--- config.mk ---
export PLATFORM = sky130hd
export DESIGN_NAME = graph_adjacency_matrix_store_core
export DESIGN_NICKNAME = d
export VERILOG_FILES = /design/src/design/gam_pkg.sv /design/src/design/graph_adjacency_matrix_store_core.sv /design/src/design/gam_row_mem.sv /design/src/design/gam_ctrl.sv
export SDC_FILE = /design/constraint.sdc
export NUM_CORES = 1
export LEC_CHECK = 0
export BUFFER_PORTS_ARGS = -buffer_cell sky130_fd_sc_hd__buf_2
export CAP_MARGIN = 10
export CORE_AREA = 2 2 185 223
export CTS_BUF_LIST = sky130_fd_sc_hd__clkbuf_8
export CTS_CLUSTER_DIAMETER = 200
export DETAILED_ROUTE_END_ITERATION = 8
export DIE_AREA = 0 0 187 225
export GPL_TIMING_DRIVEN = 0
export HOLD_SLACK_MARGIN = 0.06
export PLACE_DENSITY_LB_ADDON = 0.15
export SLEW_MARGIN = 30
export SYNTH_ARGS = -nofsm -noshare
export SYNTH_HDL_FRONTEND = slang
export SYNTH_SLANG_ARGS = --single-unit
export TNS_END_PERCENT = 1
--- constraint.sdc ---
create_clock -name clk -period 8.07 [get_ports clk]
set_input_delay 0.807 -clock clk [delete_from_list [all_inputs] [get_ports clk]]
set_output_delay 0.807 -clock clk [all_outputs]
set_load 0.1 [all_outputs]
--- src/design/gam_pkg.sv ---
// Shared types, field widths and command/status codes for the graph adjacency store.
`timescale 1ns / 1ps

package gam_pkg;

  // Default capacity in nodes
  localparam int MAX_NODES_DEF = 16;

  // Fixed field widths of the command and response words
  localparam int CMD_W     = 3;
  localparam int NODE_W    = 5;
  localparam int STATUS_W  = 3;
  localparam int ROW_OUT_W = 16;

  // Command codes
  localparam logic [CMD_W-1:0] CMD_ADD_NODE = 3'd0;
  localparam logic [CMD_W-1:0] CMD_DEL_NODE = 3'd1;
  localparam logic [CMD_W-1:0] CMD_INS_EDGE = 3'd2;
  localparam logic [CMD_W-1:0] CMD_DEL_EDGE = 3'd3;
  localparam logic [CMD_W-1:0] CMD_READ_ROW = 3'd4;

  // Status codes
  localparam logic [STATUS_W-1:0] ST_OK        = 3'd0;
  localparam logic [STATUS_W-1:0] ST_INVALID   = 3'd1;
  localparam logic [STATUS_W-1:0] ST_EMPTY     = 3'd2;
  localparam logic [STATUS_W-1:0] ST_NOT_FOUND = 3'd3;
  localparam logic [STATUS_W-1:0] ST_NO_EDGE   = 3'd4;
  localparam logic [STATUS_W-1:0] ST_FULL      = 3'd5;

  // Command word
  typedef struct packed {
    logic [CMD_W-1:0]  command;
    logic [NODE_W-1:0] node_a;
    logic [NODE_W-1:0] node_b;
  } gam_cmd_t;

  // Response word
  typedef struct packed {
    logic [STATUS_W-1:0]  status;
    logic [NODE_W-1:0]    node_count;
    logic [ROW_OUT_W-1:0] row_bits;
  } gam_rsp_t;

endpackage

--- src/design/graph_adjacency_matrix_store_core.sv ---
// Add and rejected commands finish without a memory read; read row reads one row; edge insert and
// edge delete read both rows and write both back (an edge delete that finds no edge writes nothing);
// a node delete rewrites every remaining row with the deleted node's bit dropped.
// One command at a time; the next is taken the cycle after the response is registered.
// Reset clears the node count and the sequencer; the row memory is not cleared, since a row
// above the count is never read before an add writes it to zero.
`timescale 1ns / 1ps

module graph_adjacency_matrix_store_core #(
  parameter int MAX_NODES = gam_pkg::MAX_NODES_DEF
) (
  input  logic              clk,
  input  logic              rst,
  input  logic              cmd_valid,
  output logic              cmd_ready,
  input  gam_pkg::gam_cmd_t cmd,
  output logic              rsp_valid,
  input  logic              rsp_ready,
  output gam_pkg::gam_rsp_t rsp
);

  localparam int AW = $clog2(MAX_NODES);

  logic                 done_valid;
  logic                 done_ready;
  gam_pkg::gam_rsp_t    done;
  logic                 mem_we;
  logic [AW-1:0]        mem_waddr;
  logic [MAX_NODES-1:0] mem_wdata;
  logic                 mem_re;
  logic [AW-1:0]        mem_raddr;
  logic [MAX_NODES-1:0] mem_rdata;

  gam_ctrl #(
    .MAX_NODES (MAX_NODES)
  ) u_ctrl (
    .clk        (clk),
    .rst        (rst),
    .cmd_valid  (cmd_valid),
    .cmd_ready  (cmd_ready),
    .cmd        (cmd),
    .done_valid (done_valid),
    .done_ready (done_ready),
    .done       (done),
    .mem_we     (mem_we),
    .mem_waddr  (mem_waddr),
    .mem_wdata  (mem_wdata),
    .mem_re     (mem_re),
    .mem_raddr  (mem_raddr),
    .mem_rdata  (mem_rdata)
  );

  gam_row_mem #(
    .DEPTH (MAX_NODES),
    .WIDTH (MAX_NODES)
  ) u_row_mem (
    .clk   (clk),
    .we    (mem_we),
    .waddr (mem_waddr),
    .wdata (mem_wdata),
    .re    (mem_re),
    .raddr (mem_raddr),
    .rdata (mem_rdata)
  );

  // Output word: take a finished response when empty or being drained
  assign done_ready = !rsp_valid || rsp_ready;

  always_ff @(posedge clk) begin
    if (rst) begin
      rsp_valid <= 1'b0;
    end else if (done_valid && done_ready) begin
      rsp_valid <= 1'b1;
      rsp       <= done;
    end else if (rsp_ready) begin
      rsp_valid <= 1'b0;
    end
  end

endmodule

--- src/design/gam_row_mem.sv ---
// Adjacency row memory: one write port, one read port with registered read data.
`timescale 1ns / 1ps

module gam_row_mem #(
  parameter int DEPTH = gam_pkg::MAX_NODES_DEF,
  parameter int WIDTH = gam_pkg::MAX_NODES_DEF
) (
  input  logic                     clk,
  input  logic                     we,
  input  logic [$clog2(DEPTH)-1:0] waddr,
  input  logic [WIDTH-1:0]         wdata,
  input  logic                     re,
  input  logic [$clog2(DEPTH)-1:0] raddr,
  output logic [WIDTH-1:0]         rdata
);

  logic [WIDTH-1:0] mem [DEPTH];

  // Write row
  always_ff @(posedge clk) begin
    if (we) begin
      mem[waddr] <= wdata;
    end
  end

  // Read row; a read of the row being written returns the old contents
  always_ff @(posedge clk) begin
    if (re) begin
      rdata <= mem[raddr];
    end
  end

endmodule

--- src/design/gam_ctrl.sv ---
// Command sequencer: decodes a command word, runs the read-modify-write steps on the row memory.
`timescale 1ns / 1ps

module gam_ctrl #(
  parameter int MAX_NODES = gam_pkg::MAX_NODES_DEF
) (
  input  logic                         clk,
  input  logic                         rst,
  input  logic                         cmd_valid,
  output logic                         cmd_ready,
  input  gam_pkg::gam_cmd_t            cmd,
  output logic                         done_valid,
  input  logic                         done_ready,
  output gam_pkg::gam_rsp_t            done,
  output logic                         mem_we,
  output logic [$clog2(MAX_NODES)-1:0] mem_waddr,
  output logic [MAX_NODES-1:0]         mem_wdata,
  output logic                         mem_re,
  output logic [$clog2(MAX_NODES)-1:0] mem_raddr,
  input  logic [MAX_NODES-1:0]         mem_rdata
);

  localparam int AW   = $clog2(MAX_NODES);
  localparam int CW   = $clog2(MAX_NODES + 1);
  localparam int NW   = gam_pkg::NODE_W;
  localparam int CMPW = (CW > NW) ? CW : NW;
  localparam int RW   = gam_pkg::ROW_OUT_W;

  localparam logic [2:0] S_IDLE = 3'd0;
  localparam logic [2:0] S_DEL  = 3'd1;
  localparam logic [2:0] S_EA   = 3'd2;
  localparam logic [2:0] S_EB   = 3'd3;
  localparam logic [2:0] S_EC   = 3'd4;
  localparam logic [2:0] S_RA   = 3'd5;
  localparam logic [2:0] S_RB   = 3'd6;
  localparam logic [2:0] S_FIN  = 3'd7;

  logic [2:0]                   state;
  logic [CW-1:0]                count;
  logic [AW-1:0]                ia;
  logic [AW-1:0]                ib;
  logic                         op_clear;
  logic [CW-1:0]                ip;
  logic                         wpend;
  logic [AW-1:0]                wptr;
  logic [gam_pkg::STATUS_W-1:0] res_status;
  logic [RW-1:0]                res_row;

  logic [CMPW-1:0]      a_ext, b_ext, cnt_ext, a_m1, b_m1;
  logic                 a_ok, b_ok, full;
  logic [AW-1:0]        a_idx, b_idx;
  logic [CW-1:0]        ip_p1;
  logic [MAX_NODES-1:0] row_shift, row_drop, mask_a, mask_b, upd_a, upd_b;
  logic [RW-1:0]        row16;
  logic [NW-1:0]        cnt5;

  // Decode node numbers against the current count
  always_comb begin
    a_ext   = CMPW'(cmd.node_a);
    b_ext   = CMPW'(cmd.node_b);
    cnt_ext = CMPW'(count);
    a_ok    = (a_ext != '0) && (a_ext <= cnt_ext);
    b_ok    = (b_ext != '0) && (b_ext <= cnt_ext);
    a_m1    = a_ext - CMPW'(1);
    b_m1    = b_ext - CMPW'(1);
    a_idx   = a_m1[AW-1:0];
    b_idx   = b_m1[AW-1:0];
    full    = (count == CW'(MAX_NODES));
    ip_p1   = ip + CW'(1);
  end

  // Drop bit ia from the row being moved: bits above it slide down by one
  always_comb begin
    row_shift = mem_rdata >> 1;
    for (int i = 0; i < MAX_NODES; i++) begin
      row_drop[i] = (AW'(i) < ia) ? mem_rdata[i] : row_shift[i];
    end
  end

  // Set or clear one edge bit in each direction
  always_comb begin
    mask_b = MAX_NODES'(1) << ib;
    mask_a = MAX_NODES'(1) << ia;
    upd_a  = op_clear ? (mem_rdata & ~mask_b) : (mem_rdata | mask_b);
    upd_b  = op_clear ? (mem_rdata & ~mask_a) : (mem_rdata | mask_a);
  end

  // Narrow the row and the count to the response widths
  always_comb begin
    row16 = '0;
    for (int i = 0; i < RW && i < MAX_NODES; i++) begin
      row16[i] = mem_rdata[i];
    end
    cnt5 = '0;
    for (int i = 0; i < NW && i < CW; i++) begin
      cnt5[i] = count[i];
    end
  end

  // Drive the memory ports
  always_comb begin
    mem_we    = 1'b0;
    mem_waddr = ia;
    mem_wdata = '0;
    mem_re    = 1'b0;
    mem_raddr = ia;
    case (state)
      S_IDLE: begin
        // a new node starts with an empty row; its column is already clear
        if (cmd_valid && (cmd.command == gam_pkg::CMD_ADD_NODE) && !full) begin
          mem_we    = 1'b1;
          mem_waddr = count[AW-1:0];
        end
      end
      S_DEL: begin
        if (ip < count) begin
          mem_re    = 1'b1;
          mem_raddr = (ip < CW'(ia)) ? ip[AW-1:0] : ip_p1[AW-1:0];
        end
        if (wpend) begin
          mem_we    = 1'b1;
          mem_waddr = wptr;
          mem_wdata = row_drop;
        end
      end
      S_EA: begin
        mem_re = 1'b1;
      end
      S_EB: begin
        if (!op_clear || mem_rdata[ib]) begin
          mem_we    = 1'b1;
          mem_waddr = ia;
          mem_wdata = upd_a;
        end
        // with a self-loop this reads the old row, and the second write repeats the first
        mem_re    = 1'b1;
        mem_raddr = ib;
      end
      S_EC: begin
        mem_we    = 1'b1;
        mem_waddr = ib;
        mem_wdata = upd_b;
      end
      S_RA: begin
        mem_re = 1'b1;
      end
      default: begin
      end
    endcase
  end

  // Sequence the command
  always_ff @(posedge clk) begin
    if (rst) begin
      state <= S_IDLE;
      count <= '0;
      wpend <= 1'b0;
    end else begin
      case (state)
        S_IDLE: begin
          if (cmd_valid) begin
            res_status <= gam_pkg::ST_OK;
            res_row    <= '0;
            ia         <= a_idx;
            ib         <= b_idx;
            op_clear   <= (cmd.command == gam_pkg::CMD_DEL_EDGE);
            ip         <= '0;
            wpend      <= 1'b0;
            state      <= S_FIN;
            case (cmd.command)
              gam_pkg::CMD_ADD_NODE: begin
                if (full) begin
                  res_status <= gam_pkg::ST_FULL;
                end else begin
                  count <= count + CW'(1);
                end
              end
              gam_pkg::CMD_DEL_NODE: begin
                if (count == '0) begin
                  res_status <= gam_pkg::ST_EMPTY;
                end else if (!a_ok) begin
                  res_status <= gam_pkg::ST_NOT_FOUND;
                end else begin
                  count <= count - CW'(1);
                  state <= S_DEL;
                end
              end
              gam_pkg::CMD_INS_EDGE: begin
                if (a_ok && b_ok) begin
                  state <= S_EA;
                end else begin
                  res_status <= gam_pkg::ST_INVALID;
                end
              end
              gam_pkg::CMD_DEL_EDGE: begin
                if (a_ok && b_ok) begin
                  state <= S_EA;
                end else begin
                  res_status <= gam_pkg::ST_NO_EDGE;
                end
              end
              gam_pkg::CMD_READ_ROW: begin
                if (a_ok) begin
                  state <= S_RA;
                end else begin
                  res_status <= gam_pkg::ST_INVALID;
                end
              end
              default: begin
                res_status <= gam_pkg::ST_INVALID;
              end
            endcase
          end
        end
        S_DEL: begin
          // one row read per cycle, each written back in the cycle after its read
          if (ip < count) begin
            ip    <= ip_p1;
            wptr  <= ip[AW-1:0];
            wpend <= 1'b1;
          end else begin
            wpend <= 1'b0;
          end
          if ((ip == count) && !wpend) begin
            state <= S_FIN;
          end
        end
        S_EA: begin
          state <= S_EB;
        end
        S_EB: begin
          if (op_clear && !mem_rdata[ib]) begin
            res_status <= gam_pkg::ST_NO_EDGE;
            state      <= S_FIN;
          end else begin
            state <= S_EC;
          end
        end
        S_EC: begin
          state <= S_FIN;
        end
        S_RA: begin
          state <= S_RB;
        end
        S_RB: begin
          res_row <= row16;
          state   <= S_FIN;
        end
        S_FIN: begin
          if (done_ready) begin
            state <= S_IDLE;
          end
        end
        default: begin
          state <= S_IDLE;
        end
      endcase
    end
  end

  assign cmd_ready       = (state == S_IDLE);
  assign done_valid      = (state == S_FIN);
  assign done.status     = res_status;
  assign done.node_count = cnt5;
  assign done.row_bits   = res_row;

  // Checks
  a_count_bound: assert property (@(posedge clk) disable iff (rst)
    count <= CW'(MAX_NODES))
    else $error("node count above capacity");

  a_fin_hold: assert property (@(posedge clk) disable iff (rst)
    (state == S_FIN) && !done_ready |=> (state == S_FIN) && $stable(res_status))
    else $error("result dropped while output stalled");

  a_idle_write: assert property (@(posedge clk) disable iff (rst)
    mem_we && (state == S_IDLE) |-> cmd_valid && (cmd.command == gam_pkg::CMD_ADD_NODE))
    else $error("memory write in idle without an add");

  a_add_count: assert property (@(posedge clk) disable iff (rst)
    (state == S_IDLE) && cmd_valid && (cmd.command == gam_pkg::CMD_ADD_NODE) && !full
    |=> count == $past(count) + CW'(1))
    else $error("add did not advance the node count");

  a_del_waddr: assert property (@(posedge clk) disable iff (rst)
    (state == S_DEL) && mem_we |-> CW'(mem_waddr) < count)
    else $error("row shift wrote beyond the node count");

endmodule
==> summary.txt <==
worst-path fanout max - 10
WL/cell - 23.7 um
via count - 10.2k
CTS Hold Bufs - 0
PD cells - 284 mW/mm^2
total gr overflow - 0
register area share after synthesis - 0.647
final core utilization - 0.453
Fillers - 3655
Tot Pwr - 5.10 mW
initial cell density of the core - 0.396
first-pass GRT wire length - 64.9 mm
Port-buffer cells - 41
initial antenna violation count - 0
cell taking the most area after synthesis - edfxtp_1
Int Pwr - 3.35 mW
f_max - 224 MHz
Post-synth top flop - edfxtp_1
layout cell share with drive strength beyond 1 - 0.195
Slew Limit Fails - 0
# rows - 80
Final Wtd Congestion - 0.862
count of different cell masters after synthesis - 76
drt pass-1 iters - 5
Worst Max-Slew Pin Slew - 1020 ps
Fin. Hold Viols - 0
commonest cells after routing, fill and taps aside - 333 x edfxtp_1, 85 x a21oi_1, 66 x o21ai_0, 64 x nand3_1
placed insts - 1728
Syn Area/Cell - 13.8 um^2
Syn Std Cell Area - 0.0158 mm^2
WS Path Type - flop to flop
number of remaining DRC errors - 0
CTS resizes - 0
gr usage total - 0.207
die width - 187 um
status - complete, no violations
Comb pwr share - 0.280
Hold Path Class - flop to flop
period utilisation layout - 0.554
setup bufs post-CTS - 0
power share of the clock group - 0.264
synth warn - 0
number of synthesized flops with an enable pin - 333
peak supply drop - 117 uV
crit path time final - 4470 ps
H-tree Lvls - 2
vias in the first global route - 10.3k
antenna viol nets, final - 0
Core Region - 0.0397 mm^2
switching share of power - 0.344
synthesis-stage register bit count - 343
Die Span Y - 225 um
CTS tree - done
Total Routed Length - 43.3 mm
top post-synthesis cells by area - edfxtp_1 63%, mux2i_1 3.0%, mux4_2 3.0%
Final nets - 1296
RSZ-0062 raised after global routing - false
maxcap violations - 0
Clock transition at path regs - 60 ps
total CTS buffers - 55
final instance area - 0.0180 mm^2
post-DR vias/cell - 5.58
die area - 0.0421 mm^2
worst skew pair latency - 630 ps
Pleak - 6.03 nW
n_diodes - 0
synthesis-to-finish area growth - 14.2%
Fin Clk Skew - 46.0 ps
CP Launch Type - flop
largest net degree at the start of global routing - 25
CTS max path bufs - 3
Critical Path AT - 4750 ps
Syn Nets - 1183
DRT iter0 DRCs - 728
HPWL after DPL - 30.1 mm
Final Setup Violations - 0
final std cells w/o fill - 1828
critical path capture point type - flop
CTS sink cnt - 343
most common cell after layout, fill and taps aside - edfxtp_1
area of placed instances - 0.0170 mm^2
Psw - 1.75 mW
Reg power frac - 0.456
max_slew headroom - 0.317
post-synth top area share - 0.635
Critical Path RT - 8350 ps
root buffer cell - clkbuf_8
setup TNS - 0 ps
Gate Count Post-Synth - 1139
Post-synth ARST share - 0
io pins - 43
-- layer usage --
metal	track usage	vias to the layer above	wire length (um)
li1	-	4728	-
met1	0.253	5049	17600
met2	0.369	351	22000
met3	0.0346	78	2300
met4	0.0771	0	1420
met5	0	-	0
-- area by class of cell --
class                   instances  area (um^2)  area share
flip-flops and latches        343        10200       0.567
multi-input cells             700         5390       0.300
clock buffers                  57          785      0.0436
well taps                     533          667      0.0371
repair buffers                 56          332      0.0184
plain buffers                  71          325      0.0181
clock inverters                43          196      0.0109
inverters                      25         93.8     0.00522
-- through the flow --
step	worst slack, ps	hold WS (ps)
2_1_floorplan	3940	400
3_3_place_gp	2680	400
3_5_place_dp	3660	405
5_1_grt	3450	428
4_1_cts	3640	419
6_report	3600	417
-- worst max-delay path: stages, from the launching register on --
cell and delay (ps):
edfxtp_1 330, clkbuf_1 370, inv_2 160, ha_1 370
a211o_1 310, a31oi_2 220, a21oi_1 130, o21a_1 230
clkbuf_1 300, clkbuf_1 310, o21ai_0 210, a21oi_1 110
a2111oi_1 890, o211ai_1 200
-- power by group through the flow --
stage               combinational, mW  sequential [mW]  clock (mW)
floorplan                       0.872             2.33           0
finish                           1.43             2.33        1.34
global route                     1.53             2.34        1.46
global placement                 1.32             2.37           0
CTS                              1.43             2.33        1.38
detailed placement               1.43             2.36           0
-- worst paths after layout --
path,end,from,slack (ps),cells past startpoint
setup / recovery,u_row_mem.rdata[1],u_ctrl.ia[3],3600,13
hold / removal,rsp[22],u_ctrl.res_status[1],420,0
setup reg to reg,u_row_mem.rdata[1],u_ctrl.ia[3],3600,13
hold reg to reg,rsp[22],u_ctrl.res_status[1],420,0
-- logic make-up after synthesis --
| group | synth area share |
|---|---|
| AND/OR/NAND/NOR | 0.0845 |
| flip-flops | 0.647 |
| buffers and inverters | 0.0266 |
| multiplexers | 0.0765 |
| AO/OA/AOI/OAI | 0.138 |
| XOR/XNOR | 0.00556 |
| adder cells (fa/ha/maj) | 0.0219 |
-- cells in the mapped netlist (4+ instances only) --
cell,count
a211oi_1,18
buf_4,7
clkbuf_1,49
xor2_1,7
or3_1,5
o211ai_1,20
a31oi_1,10
nor2_1,64
ha_1,26
a41o_1,4
nor3_1,9
buf_2,8
nor2b_1,8
nand3_1,64
nand2_1,57
a21oi_1,85
mux2_2,21
nor3b_1,5
o21ai_0,67
a311oi_1,5
edfxtp_1,333
a2111oi_2,9
nand2b_1,6
a221oi_1,4
inv_1,24
and2_1,21
dfxtp_1,10
o221ai_1,10
mux2i_1,48
a2111oi_0,6
o22ai_1,4
a21o_1,5
a311o_1,9
mux4_2,21
a221o_1,6
buf_1,4
o22a_1,16
o21a_1,6
-- flip-flops by register name (all words and copies together), names as in the netlist, 3 cells and up --
signal and count:
u_ctrl.res_row 16, u_ctrl.state 3, u_ctrl.ia 4, u_ctrl.cnt5 5, u_ctrl.res_status 3, u_ctrl.wptr 4
rsp 24, u_row_mem.mem 256, u_ctrl.ib 4, u_row_mem.rdata 16, u_ctrl.ip 5
(Power assumes the default switching activity.)
